## config.mk

```make
export PLATFORM = sky130hd
export DESIGN_NAME = weekly_event_scheduler_top_flat
export DESIGN_NICKNAME = d
export VERILOG_FILES = /design/src/sv/wes_pkg.sv /design/src/sv/wes_if.sv /design/src/sv/weekly_event_scheduler_top.sv /design/src/sv/wes_ctrl.sv /design/src/sv/wes_dp.sv /design/src/flat_wrapper.sv
export SDC_FILE = /design/constraint.sdc
export NUM_CORES = 1
export LEC_CHECK = 0
export BUFFER_PORTS_ARGS = -buffer_cell sky130_fd_sc_hd__buf_2
export CAP_MARGIN = 40
export CORE_ASPECT_RATIO = 0.5
export CORE_MARGIN = 2
export CORE_UTILIZATION = 34
export CTS_CLUSTER_SIZE = 12
export DETAILED_ROUTE_END_ITERATION = 8
export GPL_TIMING_DRIVEN = 0
export HOLD_SLACK_MARGIN = 0.02
export PLACE_DENSITY = 0.54
export REMOVE_ABC_BUFFERS = 1
export SKIP_LAST_GASP = 1
export SYNTH_ARGS = -nofsm -noshare
export SYNTH_HDL_FRONTEND = slang
export SYNTH_SLANG_ARGS = --single-unit
```

## constraint.sdc

```tcl
create_clock -name clk_i -period 3.58 [get_ports clk_i]
set_clock_uncertainty 0.2 [all_clocks]
set_input_delay 0.179 -clock clk_i [delete_from_list [all_inputs] [get_ports clk_i]]
set_output_delay 0.179 -clock clk_i [all_outputs]
set_load 0.01 [all_outputs]
```

## src/sv/wes_pkg.sv

```systemverilog
`timescale 1ns / 1ps
// ----------------------------------------------------------------------------
// wes_pkg
// Shared types, sizes and helpers of the weekly event scheduler.
// ----------------------------------------------------------------------------
package wes_pkg;

  localparam int NUM_EVENTS = 8;  // 1..8
  localparam int NUM_ZONES  = 8;  // 1..8

  localparam int EvtW = (NUM_EVENTS > 1) ? $clog2(NUM_EVENTS) : 1;

  // zone mask bits that can emit
  localparam logic [7:0] ZoneValid = 8'((9'd1 << NUM_ZONES) - 9'd1);

  localparam logic REQ_TICK  = 1'b0;
  localparam logic REQ_WRITE = 1'b1;

  localparam logic [2:0] WdayMax = 3'd6;

  typedef struct packed {
    logic        req_type;
    logic [10:0] minute_of_day;
    logic [2:0]  weekday;
    logic [2:0]  entry_index;
    logic        entry_active;
    logic [6:0]  entry_days;
    logic [10:0] entry_minute;
    logic [7:0]  entry_zones;
    logic [7:0]  entry_amount;
  } in_word_t;

  typedef struct packed {
    logic [2:0] zone;
    logic [7:0] amount;
    logic [2:0] event_index;
    logic       last;
  } out_word_t;

  typedef struct packed {
    logic        active;
    logic [6:0]  days;
    logic [10:0] minute;
    logic [7:0]  zones;
    logic [7:0]  amount;
    logic        executed;
  } entry_t;

  // controller -> datapath
  typedef struct packed {
    logic wr_en;
    logic tick_en;
    logic pop;
  } wes_cmd_t;

  // datapath -> controller
  typedef struct packed {
    logic will_emit;  // tick on the input would produce results
    logic last;       // word on the output is the final one of its tick
  } wes_status_t;

  // index of lowest set bit, 0 when empty
  function automatic logic [2:0] lsb_index8(input logic [7:0] v);
    logic [2:0] r;
    r = 3'd0;
    for (int k = 7; k >= 0; k--) begin
      if (v[k]) r = 3'(k);
    end
    return r;
  endfunction

endpackage

```

## src/sv/wes_if.sv

```systemverilog
`timescale 1ns / 1ps
// ----------------------------------------------------------------------------
// wes_in_if / wes_out_if
// Valid/ready channels carrying request and result words.
// ----------------------------------------------------------------------------
interface wes_in_if;
  logic              valid;
  logic              ready;
  wes_pkg::in_word_t data;

  modport source (output valid, output data, input ready);
  modport sink   (input valid, input data, output ready);
endinterface

interface wes_out_if;
  logic               valid;
  logic               ready;
  wes_pkg::out_word_t data;

  modport source (output valid, output data, input ready);
  modport sink   (input valid, input data, output ready);
endinterface

```

## src/sv/weekly_event_scheduler_top.sv

```systemverilog
`timescale 1ns / 1ps
// ----------------------------------------------------------------------------
// weekly_event_scheduler_top
// Weekly event table with tick-driven firing and per-zone result words.
// ----------------------------------------------------------------------------
//  channel | dir | word        | meaning
//  in_i    | in  | in_word_t   | tick (weekday, minute) or one table entry write
//  out_o   | out | out_word_t  | one fired zone: zone, amount, entry, last flag
//
//  A write updates one table entry and gives no result. A tick is matched
//  against all entries at once; if k zones fire, k result words follow, one
//  per cycle while out_o is ready; the tick holds the block until they drain.
//  Reset clears the whole table (inactive, not executed).
//  in_i is not ready while results of a tick are pending; out_o stalls hold
//  the current word.
// ----------------------------------------------------------------------------
module weekly_event_scheduler_top (
  input  logic      clk_i,
  input  logic      rst_ni,
  wes_in_if.sink    in_i,
  wes_out_if.source out_o
);

  wes_pkg::wes_cmd_t    cmd;
  wes_pkg::wes_status_t status;

  // sequencer: owns both handshakes
  wes_ctrl u_ctrl (
    .clk_i         (clk_i),
    .rst_ni        (rst_ni),
    .in_valid_i    (in_i.valid),
    .in_req_type_i (in_i.data.req_type),
    .in_ready_o    (in_i.ready),
    .out_valid_o   (out_o.valid),
    .out_ready_i   (out_o.ready),
    .status_i      (status),
    .cmd_o         (cmd)
  );

  // table and serializer; result word is built from registered state
  wes_dp u_dp (
    .clk_i      (clk_i),
    .rst_ni     (rst_ni),
    .cmd_i      (cmd),
    .in_word_i  (in_i.data),
    .status_o   (status),
    .out_word_o (out_o.data)
  );

endmodule

```

## src/sv/wes_ctrl.sv

```systemverilog
`timescale 1ns / 1ps
// ----------------------------------------------------------------------------
// wes_ctrl
// Handshake sequencer: idle/accept, then drain the results of one tick.
// ----------------------------------------------------------------------------
module wes_ctrl (
  input  logic                 clk_i,
  input  logic                 rst_ni,
  input  logic                 in_valid_i,
  input  logic                 in_req_type_i,
  output logic                 in_ready_o,
  output logic                 out_valid_o,
  input  logic                 out_ready_i,
  input  wes_pkg::wes_status_t status_i,
  output wes_pkg::wes_cmd_t    cmd_o
);

  typedef enum logic {
    ST_IDLE,
    ST_EMIT
  } state_e;

  state_e state_q;
  logic   in_ready_q;
  logic   out_valid_q;
  logic   in_acc;
  logic   out_acc;

  assign in_acc  = in_valid_i && in_ready_q;
  assign out_acc = out_valid_q && out_ready_i;

  assign cmd_o.wr_en   = in_acc && (in_req_type_i == wes_pkg::REQ_WRITE);
  assign cmd_o.tick_en = in_acc && (in_req_type_i == wes_pkg::REQ_TICK);
  assign cmd_o.pop     = out_acc;

  assign in_ready_o  = in_ready_q;
  assign out_valid_o = out_valid_q;

  always_ff @(posedge clk_i or negedge rst_ni) begin
    if (!rst_ni) begin
      state_q     <= ST_IDLE;
      in_ready_q  <= 1'b1;
      out_valid_q <= 1'b0;
    end else begin
      case (state_q)
        ST_IDLE: begin
          if (cmd_o.tick_en && status_i.will_emit) begin
            state_q     <= ST_EMIT;
            in_ready_q  <= 1'b0;
            out_valid_q <= 1'b1;
          end
        end
        ST_EMIT: begin
          if (out_acc && status_i.last) begin
            state_q     <= ST_IDLE;
            in_ready_q  <= 1'b1;
            out_valid_q <= 1'b0;
          end
        end
        default: begin
          state_q     <= ST_IDLE;
          in_ready_q  <= 1'b1;
          out_valid_q <= 1'b0;
        end
      endcase
    end
  end

endmodule

```

## src/sv/wes_dp.sv

```systemverilog
`timescale 1ns / 1ps
// ----------------------------------------------------------------------------
// wes_dp
// Event table, per-entry match logic and the result serializer.
// ----------------------------------------------------------------------------
module wes_dp (
  input  logic                 clk_i,
  input  logic                 rst_ni,
  input  wes_pkg::wes_cmd_t    cmd_i,
  input  wes_pkg::in_word_t    in_word_i,
  output wes_pkg::wes_status_t status_o,
  output wes_pkg::out_word_t   out_word_o
);

  wes_pkg::entry_t               tbl_q [wes_pkg::NUM_EVENTS];
  logic [wes_pkg::NUM_EVENTS-1:0] pend_q;   // entries still to emit
  logic [7:0]                     zdone_q;  // zones of current entry already sent

  logic [wes_pkg::NUM_EVENTS-1:0] fire;
  logic [wes_pkg::NUM_EVENTS-1:0] rearm;
  logic [wes_pkg::NUM_EVENTS-1:0] emit;

  // per-entry match, all entries independent
  always_comb begin
    logic       day_hit;
    logic [7:0] day_vec;
    for (int i = 0; i < wes_pkg::NUM_EVENTS; i++) begin
      day_vec  = {1'b0, tbl_q[i].days};
      day_hit  = tbl_q[i].active && (in_word_i.weekday <= wes_pkg::WdayMax) &&
                 day_vec[in_word_i.weekday];
      fire[i]  = day_hit && !tbl_q[i].executed &&
                 (tbl_q[i].minute == in_word_i.minute_of_day);
      rearm[i] = day_hit && tbl_q[i].executed &&
                 (tbl_q[i].minute < in_word_i.minute_of_day);
      emit[i]  = fire[i] && ((tbl_q[i].zones & wes_pkg::ZoneValid) != 8'd0);
    end
  end

  // current result
  logic [2:0]                     cur8;
  logic [wes_pkg::EvtW-1:0]       cur;
  logic [7:0]                     zrem;
  logic [2:0]                     zone;
  logic                           zone_last;
  logic [wes_pkg::NUM_EVENTS-1:0] others;

  assign cur8      = wes_pkg::lsb_index8(8'(pend_q));
  assign cur       = cur8[wes_pkg::EvtW-1:0];
  assign zrem      = tbl_q[cur].zones & wes_pkg::ZoneValid & ~zdone_q;
  assign zone      = wes_pkg::lsb_index8(zrem);
  assign zone_last = ((zrem & (zrem - 8'd1)) == 8'd0);
  assign others    = pend_q & ~(wes_pkg::NUM_EVENTS'(1) << cur);

  assign status_o.will_emit = (emit != '0);
  assign status_o.last      = zone_last && (others == '0);

  assign out_word_o.zone        = zone;
  assign out_word_o.amount      = tbl_q[cur].amount;
  assign out_word_o.event_index = cur8;
  assign out_word_o.last        = status_o.last;

  logic [wes_pkg::EvtW-1:0] wr_idx;
  logic                     wr_ok;
  assign wr_idx = in_word_i.entry_index[wes_pkg::EvtW-1:0];
  assign wr_ok  = (32'(in_word_i.entry_index) < wes_pkg::NUM_EVENTS);

  always_ff @(posedge clk_i or negedge rst_ni) begin
    if (!rst_ni) begin
      for (int i = 0; i < wes_pkg::NUM_EVENTS; i++) begin
        tbl_q[i] <= '0;
      end
      pend_q  <= '0;
      zdone_q <= '0;
    end else begin
      if (cmd_i.wr_en && wr_ok) begin
        tbl_q[wr_idx].active   <= in_word_i.entry_active;
        tbl_q[wr_idx].days     <= in_word_i.entry_days;
        tbl_q[wr_idx].minute   <= in_word_i.entry_minute;
        tbl_q[wr_idx].zones    <= in_word_i.entry_zones;
        tbl_q[wr_idx].amount   <= in_word_i.entry_amount;
        tbl_q[wr_idx].executed <= 1'b0;
      end
      if (cmd_i.tick_en) begin
        for (int i = 0; i < wes_pkg::NUM_EVENTS; i++) begin
          if (fire[i]) tbl_q[i].executed <= 1'b1;
          else if (rearm[i]) tbl_q[i].executed <= 1'b0;
        end
        pend_q  <= emit;
        zdone_q <= '0;
      end else if (cmd_i.pop) begin
        if (zone_last) begin
          pend_q[cur] <= 1'b0;
          zdone_q     <= '0;
        end else begin
          zdone_q <= zdone_q | (8'd1 << zone);
        end
      end
    end
  end

endmodule

```

## src/flat_wrapper.sv

```systemverilog
// flat-port wrapper written by rule: the top's interface ports become plain ports
module weekly_event_scheduler_top_flat 
  (clk_i, rst_ni, in_i_valid, in_i_data, in_i_ready, out_o_valid, out_o_data, out_o_ready);
  wes_in_if in_i_i ();
  wes_out_if out_o_i ();
  input  logic clk_i;
  input  logic rst_ni;
  input wire logic [$bits(in_i_i.valid)-1:0] in_i_valid;
  input wire logic [$bits(in_i_i.data)-1:0] in_i_data;
  output wire logic [$bits(in_i_i.ready)-1:0] in_i_ready;
  output wire logic [$bits(out_o_i.valid)-1:0] out_o_valid;
  output wire logic [$bits(out_o_i.data)-1:0] out_o_data;
  input wire logic [$bits(out_o_i.ready)-1:0] out_o_ready;
  assign in_i_i.valid = in_i_valid;
  assign in_i_i.data = in_i_data;
  assign in_i_ready = in_i_i.ready;
  assign out_o_valid = out_o_i.valid;
  assign out_o_data = out_o_i.data;
  assign out_o_i.ready = out_o_ready;
  weekly_event_scheduler_top u_core (.clk_i(clk_i), .rst_ni(rst_ni), .in_i(in_i_i), .out_o(out_o_i));
endmodule
```

==> impl_metrics.toml <==
[clocking]
clkLatencyLatePin_ns = 0.59
path_clk_slew_ns = 0.06
cts_tree = "yes"
clkSinkCount = 307
cts_root_buf = "clkbuf_16"
cts_htree_levels = 1
numCtsBuffers = 31
clockBufferDepth = 3

[logic_synthesis]
synth-edff-count = 0
synth-main-ff-cell = "dfrtp_1"
ys_warn_count = 0
ys_ff_latch = 307
synthXorXnorAreaFrac_pct = 0
yosysMostFrequentCell = "dfrtp_1"
synthSimpleGateAreaFrac_pct = 9.37
synth_top_area_share_pct = 48.5
synthTopCellsByArea = "dfrtp_1 48%, mux2_2 19%, ha_1 7.0%, nand2_1 2.4%, o21ai_0 1.7%"
synth_area_mm2 = 0.0158
ys_seq_area_share_pct = 48.6
yosysTopAreaCell = "dfrtp_1"
synth_cells = 1325
synthTopCellsByCount = "306 x dfrtp_1, 266 x mux2_2, 99 x nand2_1"
synthMuxAreaShare_pct = 21.4
postSynthAreaPerCell_um2 = 11.9
ys_types = 76
synth_top_family_by_area = "multiplexers"
synth_fa_ha_area_share_pct = 7.10
synth-compound-area-share_pct = 10.5
async_flop_share_pct = 100

[drt]
viasPerCell = 5.53
drtIter0Drc = 1086
dr_total_vias = 11930
drt_drc_violations_left = 0
dr.pass1.iters = 5
ant_nets = 0
avgRoutedWirePerCell_um = 21.8
wl_um = 47100

[run]
maxCapViolCount = 0

[worst_setup_path]
critical-path-top-delay-family = "compound AO/OA/AOI/OAI gates"
cp.required_ns = 3.20
crit_slowest_cell = "dfrtp_2"
cp_common_cell = "a221oi_4"
critPathCaptureType = "output port"
startpoint_type = "flop"
cp_num_buf_inv = 2
arrival_ns = 3.58
cp_cell_sequence = "nand2b_4 -> a221o_2 -> o41ai_4 -> buf_4 -> nor3b_4 -> a221oi_4 -> maj3_2 -> nand2_1 -> a221oi_4 -> and2_4 -> buf_6"
path_max_fanout = 6
critPathKind = "reg2out"
cpPeakStageDelay_ns = 0.46

[timing]
post-route-period-util_pct = 111
hold_slack_ns = 0.0659
period_needed_ns = 3.96
setup_ws_ns = -0.382
hold_viol_final = 0
relSlewSlack_pct = 38.1
rsz0062_at_grt = "true"
setup_viol = 20
slew_viol_final = 0
fmax_ghz = 0.252
tightest_slew_ns = 0.928

[power]
ir_worst_vdd_mv = 0.381
leakage_nw = 8.82
sw_frac_of_total_pct = 34.2
switchingPower_mw = 4.44
seqPwrFrac_pct = 37.6
clkPwrFrac_pct = 23.7
powerDensity_mw_per_mm2 = 662
combinationalPowerShare_pct = 38.6
internal_power_mw = 8.55

[die]
start_util_pct = 34.7
die_h_um = 156
num_io_pins = 74
die_w_um = 309
core_area_mm2 = 0.0455
rows = 55
dieArea_mm2 = 0.0483

[grt]
grt_max_degree = 120
gr-total-overflow = 0
antenna_found_initial = 1
grt_pass1_vias = 11838
grtUsageTotal_pct = 19.2
grt_pass1_wl_um = 71300

[status]
run_status = "finished with violations"
violations = "negative setup slack"

[placed_design]
placed_area_mm2 = 0.0172
hpwl_um = 31800
globalplace.congestion = 0.901
port-buffer-count = 73

[finish]
fin_nets = 1657
final_area_mm2 = 0.0196
drive_gt1_share_pct = 38.1
syn2layout_area_growth_pct = 24.3
antenna_cells = 0

[worst_hold_path]
hold_path.class = "in2async"
-- logic make-up (layout without fill, tap and decap cells) --
kind of cell    after synthesis  in the layout
flops                       307            307
compound gates              235            236
simple gates                285            286
buf+inv                     117            321
mux                         291            291
fa+ha+maj                    90             90
-- power groups by stage --
stage / clock network [mW] / logic [mW] / registers [mW]
after floorplan: 0 / 2.56 / 4.70
after global placement: 0 / 3.52 / 4.85
after detailed placement: 0 / 3.77 / 4.91
after CTS: 3.17 / 4.40 / 4.86
after global routing: 3.32 / 5.37 / 4.97
final: 3.08 / 5.02 / 4.89
-- layout by cell type (no fill, tap or decap), drive strengths merged, types with 17 or more instances in the layout --
cell	count
mux2	266
o211ai	17
clkbuf	51
dlygate4sd3	45
nor2	30
ha	88
o21a	27
inv	48
dfrtp	306
nand2	99
a21oi	44
nor4	26
o21ai	55
nand4	19
nand3	36
buf	171
-- area by class of cell --
type / count / area [um^2]
Fill cell: 4138 / 25800
Multi-Input combinational cell: 903 / 8130
Sequential cell: 307 / 7690
Timing Repair Buffer: 218 / 1870
Clock buffer: 49 / 883
Tap cell: 627 / 785
Inverter: 49 / 209
Clock inverter: 3 / 55.1
Timing Repair inverter: 2 / 16.3
-- metal layers --
layer / GRT usage [%] / part of all wire (%) / vias up
li1: - / - / 5327
met3: 3.26 / 6.8 / 99
met1: 27.5 / 46 / 6089
met5: 0 / 0.019 / -
met2: 29.9 / 45 / 413
met4: 5.15 / 2.7 / 2
-- what timing repair did --
| action | CTS | global route |
|---|---|---|
| hold endpoints to repair | 408 | 0 |
| gates cloned | 3 | 2 |
| setup buffers | 30 | 32 |
| endpoints found under the setup margin | 31 | 27 |
| hold buffers | 45 | 0 |
| resized for setup | 68 | 52 |
| pin swaps | 19 | 29 |
-- per-stage QoR --
stage	std cells	power, mW	util [%]	setup WS [ns]	TNS, ns
6_report	2158	13.0	43.2	-0.382	-3.05
2_1_floorplan	1257	7.26	-	-1.91	-197.73
4_1_cts	2124	12.4	42.0	-0.319	-2.48
3_5_place_dp	1994	8.68	37.7	-1.77	-30.97
3_3_place_gp	1957	8.37	36.6	-5.69	-1752.31
5_1_grt	2158	13.7	43.2	-0.492	-5.00
-- path summary, 6_finish.rpt --
path,depth (start not counted),slack [ns],to,startpoint
worst max-delay path,11,-0.38,out_o_data[0],u_core.u_dp.pend_q[6]
worst min-delay path,2,0.07,async pin,rst_ni
worst max register to register,15,-0.25,u_core.u_dp.zdone_q[3],u_core.u_dp.pend_q[4]
worst min register to register,1,0.30,flop,flop
max in group asynchronous,3,1.96,async pin,rst_ni
min in group clk_i,4,0.11,u_core.u_dp.tbl_q[216],in_i_data[39]
-- worst reg2reg max path, cell delays in order, from the launching register on --
cell and delay [ns]:
dfrtp_2 0.44, or4_4 0.60, nand2_8 0.10, buf_16 0.14, buf_4 0.12, buf_8 0.10, nand2_2 0.04, a32o_2 0.30
or3_4 0.38, and2_4 0.18, buf_6 0.12, and3b_2 0.22, buf_6 0.13, or3b_4 0.41, nor3b_2 0.17, a31o_2 0.12
(Power assumes the default switching activity.)
